### config.mk
export PLATFORM = sky130hd
export DESIGN_NAME = modbus_rtu_register_read_master
export DESIGN_NICKNAME = d
export VERILOG_FILES = /design/src/rtl/mbrm_pkg.sv /design/src/rtl/mbrm_queue.sv /design/src/rtl/mbrm_front.sv /design/src/rtl/mbrm_back.sv /design/src/rtl/modbus_rtu_register_read_master.sv
export SDC_FILE = /design/constraint.sdc
export NUM_CORES = 1
export LEC_CHECK = 0
export ABC_AREA = 1
export ABC_CLOCK_PERIOD_IN_PS = 9400
export BUFFER_PORTS_ARGS = -buffer_cell sky130_fd_sc_hd__buf_4
export CORE_UTILIZATION = 55
export DETAILED_ROUTE_END_ITERATION = 6
export PLACE_DENSITY = 0.74
export SKIP_CTS_REPAIR_TIMING = 1
export SYNTH_ARGS = -nofsm -noshare
export SYNTH_HDL_FRONTEND = slang
export SYNTH_SLANG_ARGS = --single-unit
### constraint.sdc
create_clock -name clk -period 9.4 [get_ports clk]
set_clock_uncertainty 0.1 [all_clocks]
set_input_delay 2.82 -clock clk [delete_from_list [all_inputs] [get_ports clk]]
set_output_delay 2.82 -clock clk [all_outputs]
set_load 0.05 [all_outputs]
### src/rtl/mbrm_pkg.sv
package mbrm_pkg;

  localparam logic [1:0] ACT_START = 2'd0;
  localparam logic [1:0] ACT_BYTE  = 2'd1;
  localparam logic [1:0] ACT_TICK  = 2'd2;

  localparam logic [0:0] REG_TIMEOUT = 1'b0;
  localparam logic [0:0] REG_RETRY   = 1'b1;

  localparam logic [15:0] CRC_POLY = 16'hA001;
  localparam logic [15:0] CRC_INIT = 16'hFFFF;

  localparam logic [7:0] FUNC_READ  = 8'h03;
  localparam logic [7:0] BYTE_COUNT = 8'h02;
  localparam logic [7:0] ZERO_BYTE  = 8'h00;
  localparam logic [7:0] QTY_LO     = 8'h01;

  localparam logic [15:0] TIMEOUT_RESET = 16'd1000;
  localparam logic [15:0] RETRY_RESET   = 16'd100;
  localparam logic [15:0] TICK_MAX      = 16'hFFFF;

  // request word positions
  localparam logic [2:0] POS_FUNC   = 3'd1;
  localparam logic [2:0] POS_REG_HI = 3'd2;
  localparam logic [2:0] POS_REG_LO = 3'd3;
  localparam logic [2:0] POS_QTY_HI = 3'd4;
  localparam logic [2:0] POS_QTY_LO = 3'd5;
  localparam logic [2:0] POS_CRC_LO = 3'd6;
  localparam logic [2:0] POS_CRC_HI = 3'd7;

  localparam int QUEUE_DEPTH = 4;
  localparam int QUEUE_AW    = $clog2(QUEUE_DEPTH);

  typedef struct packed {
    logic [1:0] action;
    logic [7:0] slave_address;
    logic [7:0] rx_byte;
  } in_item_t;

  typedef struct packed {
    logic       kind;
    logic [7:0] tx_byte;
    logic       last;
    logic [15:0] wind_tenths;
    logic       status;
  } out_item_t;

  typedef struct packed {
    logic [15:0] timeout_ticks;
    logic [15:0] retry_ticks;
  } cfg_t;

  // work handed from the front to the back
  typedef struct packed {
    logic        is_done;
    logic [7:0]  addr;
    logic [15:0] value;
    logic        status;
  } job_t;

  function automatic logic [15:0] crc16_byte(input logic [15:0] crc_in, input logic [7:0] b);
    logic [15:0] c;
    c = crc_in ^ {8'h00, b};
    for (int i = 0; i < 8; i++) begin
      if (c[0]) c = (c >> 1) ^ CRC_POLY;
      else c = c >> 1;
    end
    return c;
  endfunction

endpackage

### src/rtl/mbrm_queue.sv
module mbrm_queue (
  input  logic          clk,
  input  logic          rst,
  input  logic          push,
  input  mbrm_pkg::job_t push_job,
  input  logic          pop,
  output mbrm_pkg::job_t head_job,
  output logic          empty,
  output logic          full
);
  import mbrm_pkg::*;

  job_t mem [QUEUE_DEPTH];
  logic [QUEUE_AW-1:0] wr_ptr;
  logic [QUEUE_AW-1:0] rd_ptr;
  logic [QUEUE_AW:0]   count;

  assign empty    = (count == '0);
  assign full     = (count == (QUEUE_AW+1)'(QUEUE_DEPTH));
  assign head_job = mem[rd_ptr];

  always_ff @(posedge clk) begin
    if (push && !full) mem[wr_ptr] <= push_job;
  end

  always_ff @(posedge clk) begin
    if (rst) begin
      wr_ptr <= '0;
      rd_ptr <= '0;
      count  <= '0;
    end else begin
      if (push && !full) wr_ptr <= wr_ptr + 1'b1;
      if (pop && !empty) rd_ptr <= rd_ptr + 1'b1;
      case ({push && !full, pop && !empty})
        2'b10:   count <= count + 1'b1;
        2'b01:   count <= count - 1'b1;
        default: count <= count;
      endcase
    end
  end

endmodule

### src/rtl/mbrm_front.sv
module mbrm_front (
  input  logic               clk,
  input  logic               rst,
  input  logic               in_valid,
  output logic               in_ready,
  input  mbrm_pkg::in_item_t in_item,
  input  mbrm_pkg::cfg_t     cfg,
  input  logic               queue_full,
  output logic               push,
  output mbrm_pkg::job_t     job
);
  import mbrm_pkg::*;

  typedef enum logic [2:0] {
    PH_ADDR, PH_FUNC, PH_COUNT, PH_DATA_HI, PH_DATA_LO, PH_CRC_LO, PH_CRC_HI
  } phase_t;

  logic        busy, busy_next;
  logic [7:0]  target_address, target_address_next;
  phase_t      phase, phase_next;
  logic [15:0] value_bytes, value_bytes_next;
  logic [7:0]  crc_low_seen, crc_low_seen_next;
  logic [15:0] rx_crc, rx_crc_next;
  logic [15:0] elapsed_ticks, elapsed_ticks_next;
  logic [15:0] since_send_ticks, since_send_ticks_next;
  logic        accept;
  logic [15:0] crc_step;

  assign in_ready = !queue_full;
  assign accept   = in_valid && in_ready;
  assign crc_step = crc16_byte(rx_crc, in_item.rx_byte);

  always_comb begin
    busy_next             = busy;
    target_address_next   = target_address;
    phase_next            = phase;
    value_bytes_next      = value_bytes;
    crc_low_seen_next     = crc_low_seen;
    rx_crc_next           = rx_crc;
    elapsed_ticks_next    = elapsed_ticks;
    since_send_ticks_next = since_send_ticks;
    push                  = 1'b0;
    job                   = '{is_done: 1'b0, addr: target_address, value: 16'h0000,
                              status: 1'b0};
    if (accept) begin
      if (in_item.action == ACT_START) begin
        busy_next             = 1'b1;
        target_address_next   = in_item.slave_address;
        phase_next            = PH_ADDR;
        value_bytes_next      = '0;
        crc_low_seen_next     = '0;
        rx_crc_next           = CRC_INIT;
        elapsed_ticks_next    = '0;
        since_send_ticks_next = '0;
        push                  = 1'b1;
        job.addr              = in_item.slave_address;
      end else if (busy && in_item.action == ACT_BYTE) begin
        case (phase)
          PH_ADDR: begin
            if (in_item.rx_byte == target_address) begin
              rx_crc_next = crc16_byte(CRC_INIT, in_item.rx_byte);
              phase_next  = PH_FUNC;
            end
          end
          PH_FUNC: begin
            if (in_item.rx_byte == FUNC_READ) begin
              rx_crc_next = crc_step;
              phase_next  = PH_COUNT;
            end else begin
              phase_next = PH_ADDR;
            end
          end
          PH_COUNT: begin
            if (in_item.rx_byte == BYTE_COUNT) begin
              rx_crc_next = crc_step;
              phase_next  = PH_DATA_HI;
            end else begin
              phase_next = PH_ADDR;
            end
          end
          PH_DATA_HI: begin
            value_bytes_next = {in_item.rx_byte, 8'h00};
            rx_crc_next      = crc_step;
            phase_next       = PH_DATA_LO;
          end
          PH_DATA_LO: begin
            value_bytes_next = {value_bytes[15:8], in_item.rx_byte};
            rx_crc_next      = crc_step;
            phase_next       = PH_CRC_LO;
          end
          PH_CRC_LO: begin
            crc_low_seen_next = in_item.rx_byte;
            phase_next        = PH_CRC_HI;
          end
          PH_CRC_HI: begin
            phase_next = PH_ADDR;
            if (crc_low_seen == rx_crc[7:0] && in_item.rx_byte == rx_crc[15:8]) begin
              busy_next = 1'b0;
              push      = 1'b1;
              job       = '{is_done: 1'b1, addr: target_address, value: value_bytes,
                            status: 1'b0};
            end
          end
          default: phase_next = PH_ADDR;
        endcase
      end else if (busy && in_item.action == ACT_TICK) begin
        if (elapsed_ticks >= cfg.timeout_ticks) begin
          busy_next  = 1'b0;
          phase_next = PH_ADDR;
          push       = 1'b1;
          job        = '{is_done: 1'b1, addr: target_address, value: 16'h0000,
                         status: 1'b1};
        end else begin
          elapsed_ticks_next = elapsed_ticks + 1'b1;
          if (since_send_ticks >= cfg.retry_ticks) begin
            since_send_ticks_next = '0;
            push                  = 1'b1;
          end else if (since_send_ticks != TICK_MAX) begin
            since_send_ticks_next = since_send_ticks + 1'b1;
          end
        end
      end
    end
  end

  always_ff @(posedge clk) begin
    if (rst) begin
      busy             <= 1'b0;
      target_address   <= '0;
      phase            <= PH_ADDR;
      value_bytes      <= '0;
      crc_low_seen     <= '0;
      rx_crc           <= CRC_INIT;
      elapsed_ticks    <= '0;
      since_send_ticks <= '0;
    end else begin
      busy             <= busy_next;
      target_address   <= target_address_next;
      phase            <= phase_next;
      value_bytes      <= value_bytes_next;
      crc_low_seen     <= crc_low_seen_next;
      rx_crc           <= rx_crc_next;
      elapsed_ticks    <= elapsed_ticks_next;
      since_send_ticks <= since_send_ticks_next;
    end
  end

endmodule

### src/rtl/mbrm_back.sv
module mbrm_back (
  input  logic                clk,
  input  logic                rst,
  input  mbrm_pkg::job_t      head_job,
  input  logic                empty,
  output logic                pop,
  output logic                out_valid,
  input  logic                out_ready,
  output mbrm_pkg::out_item_t out_item
);
  import mbrm_pkg::*;

  logic        active;
  logic [2:0]  pos;
  logic [7:0]  addr;
  logic [15:0] crc;
  logic        load;
  logic [7:0]  tx;

  assign load = !out_valid || out_ready;
  assign pop  = load && !active && !empty;

  always_comb begin
    case (pos)
      POS_FUNC:   tx = FUNC_READ;
      POS_REG_HI: tx = ZERO_BYTE;
      POS_REG_LO: tx = ZERO_BYTE;
      POS_QTY_HI: tx = ZERO_BYTE;
      POS_QTY_LO: tx = QTY_LO;
      POS_CRC_LO: tx = crc[7:0];
      POS_CRC_HI: tx = crc[15:8];
      default:    tx = addr;
    endcase
  end

  always_ff @(posedge clk) begin
    if (rst) begin
      active    <= 1'b0;
      out_valid <= 1'b0;
      pos       <= '0;
    end else if (load) begin
      if (active) begin
        out_valid <= 1'b1;
        out_item  <= '{kind: 1'b0, tx_byte: tx, last: (pos == POS_CRC_HI),
                       wind_tenths: 16'h0000, status: 1'b0};
        // crc runs over the six header words as they go out
        if (pos < POS_CRC_LO) crc <= crc16_byte(crc, tx);
        pos <= pos + 1'b1;
        if (pos == POS_CRC_HI) active <= 1'b0;
      end else if (!empty) begin
        out_valid <= 1'b1;
        if (head_job.is_done) begin
          out_item <= '{kind: 1'b1, tx_byte: 8'h00, last: 1'b1,
                        wind_tenths: head_job.value, status: head_job.status};
        end else begin
          out_item <= '{kind: 1'b0, tx_byte: head_job.addr, last: 1'b0,
                        wind_tenths: 16'h0000, status: 1'b0};
          addr   <= head_job.addr;
          crc    <= crc16_byte(CRC_INIT, head_job.addr);
          pos    <= POS_FUNC;
          active <= 1'b1;
        end
      end else begin
        out_valid <= 1'b0;
      end
    end
  end

endmodule

### src/rtl/modbus_rtu_register_read_master.sv
// modbus rtu master that reads one holding register
// input channel (in_valid/in_ready/in_item): action 0 starts a read of the
// given slave address, action 1 carries a received serial byte, action 2 is a
// one millisecond tick. output channel (out_valid/out_ready/out_item): each
// word is either a request byte to transmit (kind 0) or the end of a read
// (kind 1) with the register value or a timeout status; last marks the final
// word caused by one input word.
// apb port: timeout_ticks at 0x0, retry_ticks at 0x4, low 16 bits used.
// throughput: one input word per cycle while the four-entry job queue has room.
// a start or a retry produces eight request words, one per cycle while the
// receiver is ready; the sequencer sends all eight before the next job, and a
// finished read gives one word. jobs reach the output register via the queue.
// when the receiver stalls, the output register holds and the queue fills;
// in_ready drops once it is full. synchronous reset clears the parser,
// counters and queue and loads the register defaults 1000 and 100.
module modbus_rtu_register_read_master (
  input  logic                clk,
  input  logic                rst,
  input  logic                in_valid,
  output logic                in_ready,
  input  mbrm_pkg::in_item_t  in_item,
  output logic                out_valid,
  input  logic                out_ready,
  output mbrm_pkg::out_item_t out_item,
  input  logic                psel,
  input  logic                penable,
  input  logic                pwrite,
  input  logic [2:0]          paddr,
  input  logic [31:0]         pwdata,
  output logic [31:0]         prdata,
  output logic                pready
);
  import mbrm_pkg::*;

  cfg_t cfg;
  job_t push_job;
  job_t head_job;
  logic push;
  logic pop;
  logic empty;
  logic full;

  assign pready = 1'b1;

  always_ff @(posedge clk) begin
    if (rst) begin
      cfg.timeout_ticks <= TIMEOUT_RESET;
      cfg.retry_ticks   <= RETRY_RESET;
    end else if (psel && penable && pwrite) begin
      if (paddr[2] == REG_TIMEOUT) cfg.timeout_ticks <= pwdata[15:0];
      else cfg.retry_ticks <= pwdata[15:0];
    end
  end

  assign prdata = (paddr[2] == REG_RETRY) ? {16'h0000, cfg.retry_ticks}
                                          : {16'h0000, cfg.timeout_ticks};

  mbrm_front u_front (
    .clk       (clk),
    .rst       (rst),
    .in_valid  (in_valid),
    .in_ready  (in_ready),
    .in_item   (in_item),
    .cfg       (cfg),
    .queue_full(full),
    .push      (push),
    .job       (push_job)
  );

  mbrm_queue u_queue (
    .clk     (clk),
    .rst     (rst),
    .push    (push),
    .push_job(push_job),
    .pop     (pop),
    .head_job(head_job),
    .empty   (empty),
    .full    (full)
  );

  mbrm_back u_back (
    .clk      (clk),
    .rst      (rst),
    .head_job (head_job),
    .empty    (empty),
    .pop      (pop),
    .out_valid(out_valid),
    .out_ready(out_ready),
    .out_item (out_item)
  );

endmodule

Word level (Yosys, flattened, before mapping)
Memories as Yosys holds them, arrays and structs flattened. A register that Yosys moved wholly into a read port is not among the register bits.
Index checks and enable logic that the tools add are counted.
{"block": "op_classes", "add_sub_neg": 7, "order_cmp": 3, "eq_ne": 36, "muxes": 206, "bitwise": 41, "n_reduce_logical": 45}
{"op": "16-bit two-way mux", "n": 152}
{"op": "26-bit two-way mux", "n": 7}
{"op": "2-bit NOT with 3-bit output", "n": 32}
{"op": "16-bit case mux with 4 select lines", "n": 1}
{"op": "27-bit two-way mux", "n": 2}
{"op": "8-bit case mux with 5 select lines", "n": 1}
{"op": "16-bit by 1-bit adder with 16-bit output (second input constant)", "n": 2}
{"op": "16-bit greater-or-equal comparator", "n": 2}
{"op": "8-bit two-way mux", "n": 4}
{"op": "8-bit NOT with 16-bit output", "n": 2}
{"op": "16-bit case mux with 2 select lines", "n": 1}
{"op": "16-bit by 8-bit bitwise XOR with 16-bit output", "n": 2}
{"op": "3-bit equality test (second input constant)", "n": 8}
{"op": "8-bit equality test", "n": 3}
{"op": "3-bit two-way mux", "n": 8}
{"op": "1-bit two-way mux", "n": 23}
{"op": "5-bit AND reduction", "n": 4}
{"op": "3-bit case mux with 6 select lines", "n": 1}
{"op": "17-bit two-way mux", "n": 1}
{"op": "8-bit by 2-bit equality test with 1-bit output (second input constant)", "n": 2}
{"op": "16-bit inequality test (second input constant)", "n": 1}
{"op": "3-bit by 2-bit equality test with 1-bit output (second input constant)", "n": 4}
{"op": "3-bit AND reduction", "n": 4}
{"op": "4-bit AND reduction", "n": 3}
{"op": "27 further kinds", "n": 68}
{"block": "totals", "reg_bits": 179, "ram_bits": 104, "in_bits": 60, "out_inout_bits": 62, "elab_cells": 363, "mem_count": 1}
{"memory": "u_queue.mem", "words": 4, "word_bits": 26, "rd": 1, "rd_ports_with_merged_regs": 1, "write_ports": 1, "line": "mbrm_queue.sv:13", "text": "job_t mem [QUEUE_DEPTH];"}

Logic depth before layout (Yosys ltp)
{"block": "logic_depth", "ltp_word": 56, "mapped_depth": 21, "ltp_nobuf": 21}

Cells and area by module
Synthesis repeated with hierarchy kept, for this count alone.
{"block": "unflattened", "cells_unflattened": 1888, "hier_area_um2": 15092.0}
{"mod": "mbrm_front", "n_inst": 1, "cells_per_inst": 962, "area_each_um2": 6022.0, "seq_area_each_um2": 1681.6}
{"mod": "mbrm_queue", "n_inst": 1, "cells_per_inst": 321, "area_each_um2": 4335.4, "seq_area_each_um2": 3303.2}
{"mod": "mbrm_back", "n_inst": 1, "cells_per_inst": 350, "area_each_um2": 3059.2, "seq_area_each_um2": 1631.6}
{"mod": "modbus_rtu_register_read_master", "n_inst": 1, "cells_per_inst": 255, "area_each_um2": 1675.4, "seq_area_each_um2": 640.6}

Least setup slack after synthesis
OpenSTA, ideal clock, no wires.
{"block": "synth_path", "path_type": "input -> output", "from": "input paddr[2]", "to": "output prdata[11]", "t_arrival_ns": 4.109, "required_time_ns": 6.480, "slack_ns": 2.371, "stages": 2, "path_buffers": 1, "path_cell_list": "clkbuf_1 -> o21ai_0"}
{"block": "synth_between", "elab_chain_len": 1}
{"element": "from (decl)", "line": "modbus_rtu_register_read_master.sv:28", "text": "input logic [2:0] paddr,"}
{"element": "16-bit two-way mux", "line": "modbus_rtu_register_read_master.sv:55", "text": "assign prdata = (paddr[2] == REG_RETRY) ? {16'h0000, cfg.retry_ticks}"}
{"element": "to (decl)", "line": "modbus_rtu_register_read_master.sv:30", "text": "output logic [31:0] prdata,"}
No other way between the ends.

Final worst setup path
{"block": "layout_path", "from": "input paddr[2]", "to": "output prdata[5]"}
The elaborated chain is that of the path after synthesis.

==> impl_metrics.ini <==
[status]
status = completed

[place]
gp_congestion = 0.903
dp_hpwl_um = 24000
portBuffers = 86
pre_cts_slack_ns = 2.92
place_area_mm2 = 0.0153

[sta]
rsz0062_at_grt = no
setup_viol = 0
hold_viol = 0
worst_pin_slew_ns = 0.930
slew_violations = 0
fin_setup_tns_ns = 0
period_minus_slack_ns = 6.49
fmax_mhz = 154
relSlewSlack_pct = 37.8
setup_ws_ns = 2.91
post-route-period-util_pct = 69.1

[layout]
stdcell_area_mm2 = 0.0162
fillCellCount = 2229
drive_gt1_share_pct = 11.3
area_growth_pct = 11.6
n_antenna_cell = 0
final_nets = 1907

[die]
die_x_um = 165
dieArea_mm2 = 0.0271
die_h_um = 165
core_mm2 = 0.0260
rows = 59
start_util_pct = 55.9
num_io_pins = 122

[yosys]
synthFlopType = edfxtp_1
synth_top_cell_area_share_pct = 32.0
synth-seq-area-share_pct = 49.9
yosys-top-cells-area = edfxtp_1, dfxtp_1, nand2_1
synth_cell_types = 58
synth-seq-cells = 285
synth.most_common_cell = nand2_1
ys_warn_count = 0
synth_common_cells = nand2_1, nor2_1, o21ai_0
syn-cell-area_mm2 = 0.0145
synth-async-reset-ratio_pct = 0
syn_area_per_cell_um2 = 8.35
synth.largest_area_cell = edfxtp_1
synth_edf_count = 155
syn_inst = 1740

[pwr]
switching_share_pct = 37.8
ir_drop_uv = 228
powerDensity_mw_per_mm2 = 260
internal_power_mw = 2.62
sequentialPowerShare_pct = 38.0
power_leakage_nw = 6.44
p_total_mw = 4.21
power.switching_mw = 1.59
comb_power_share_pct = 34.7
power.share.clock_pct = 27.4

[global_route]
grt_max_degree = 76
antenna_found_initial = 0
grt_pass1_wl_um = 56200
grt_usage_pct = 26.3
grt_pass1_vias = 11200
grt_overflow = 0

[clocking]
cts_root_buf = clkbuf_16
cts_tree = done
path_clk_slew_ns = 0.06
cts_buffers = 29
numClockSinks = 285
h-tree-depth = 1
clock_latency_ns = 0.56
clock_path_buffers = 3

[detailed_routing]
vias_per_cell = 5.55
drc = 0
wl_per_cell_um = 16.2
first_pass_iters = 6
detail_route.wirelength_um = 34900
drtIter0Drc = 953
ant_nets = 0
vias = 12000

[worst_setup_path]
crit_type = in2out
cp-start-kind = input port
cp.required_ns = 6.48
critPathMaxFanout = 33
cp-end-kind = primary output
worstPathArrival_ns = 3.57

[job]
maxCapViolCount = 0

[min_path]
min_path_type = reg2reg
[power by group through the flow]
stage          combinational, mW  sequential [mW]  clock [mW]
2_1_floorplan              0.954             1.76           0
3_3_place_gp                1.41             1.62           0
3_5_place_dp                1.45             1.62           0
4_1_cts                     1.46             1.60        1.16
5_1_grt                     1.63             1.61        1.21
6_report                    1.46             1.60        1.15
[per-stage QoR]
stage | cells | utilization (%) | hold slack [ns]
after detailed placement | 2102 | 58.8 | 0.358
after global routing | 2155 | 62.4 | 0.389
after floorplan | 1755 | - | 0.336
final | 2155 | 62.4 | 0.365
after CTS | 2155 | 62.4 | 0.368
after global placement | 2102 | 58.8 | 0.354
[registers in the layout, summed over array words and instances, names as in the netlist, named ones only]
register	cells
u_back.active	1
u_queue.rd_ptr	2
u_front.elapsed_ticks	16
u_front.since_send_ticks	16
u_front.phase	3
u_back.out_item	27
u_queue.count	3
u_front.busy	1
u_back.out_valid	1
u_front.rx_crc	16
u_front.crc_low_seen	8
cfg	32
u_queue.mem	104
u_queue.wr_ptr	2
u_back.addr	8
u_front.value_bytes	16
u_front.target_address	8
u_back.crc	16
u_back.pos	3
[critical path, cell delays in order]
cell and delay, ns:
buf_4 0.21, o21ai_0 0.28, buf_4 0.25
[layout by cell type, fill, tap and decap left out, drive strengths merged, types with 48 or more instances in the layout]
cell	synthesis	routed
buf	41	94
a21oi	162	162
nand2	333	333
edfxtp	155	155
nor2	204	204
dfxtp	130	130
inv	184	185
ha	48	48
nand3	102	102
o21ai	188	188
[routing by layer]
layer	global-route usage, %	up-vias	wire length [um]
met3	3.14	65	1930
li1	-	5927	-
met5	0	-	0
met2	45.8	385	17200
met4	9.72	0	1120
met1	33.4	5581	14600
[kinds of logic (layout without fill, tap and decap cells)]
family | count (synthesis) | in the layout | share of synthesized area (%)
AOI/OAI and AO/OA | 389 | 389 | 14.4
xor gates and xnor gates | 37 | 37 | 2.28
adders and majority gates | 49 | 49 | 4.27
buffers and inverters | 267 | 332 | 7.97
DFF | 285 | 285 | 49.9
other | 2 | 17 | 0.0517
and+or+nand+nor | 711 | 711 | 21.1
[layout make-up]
type	count	area, um^2	share of cell area [%]
Inverter	185	698	4.30
Multi-Input combinational cell	1203	6210	38.3
Timing Repair Buffer	94	706	4.35
Clock buffer	34	744	4.59
Clock inverter	19	190	1.17
Tap cell	335	419	2.58
Sequential cell	285	7260	44.7
[final timing paths]
check,start,end,slack (ns),cells past startpoint
setup reg to reg,cfg[31],u_queue.count[2],5.80,20
hold / removal,u_front.value_bytes[13],u_front.value_bytes[13],0.36,2
setup / recovery,paddr[2],prdata[5],2.91,3
hold reg to reg,u_front.value_bytes[13],u_front.value_bytes[13],0.36,2
Note: power is estimated with default switching activity, not from simulation.
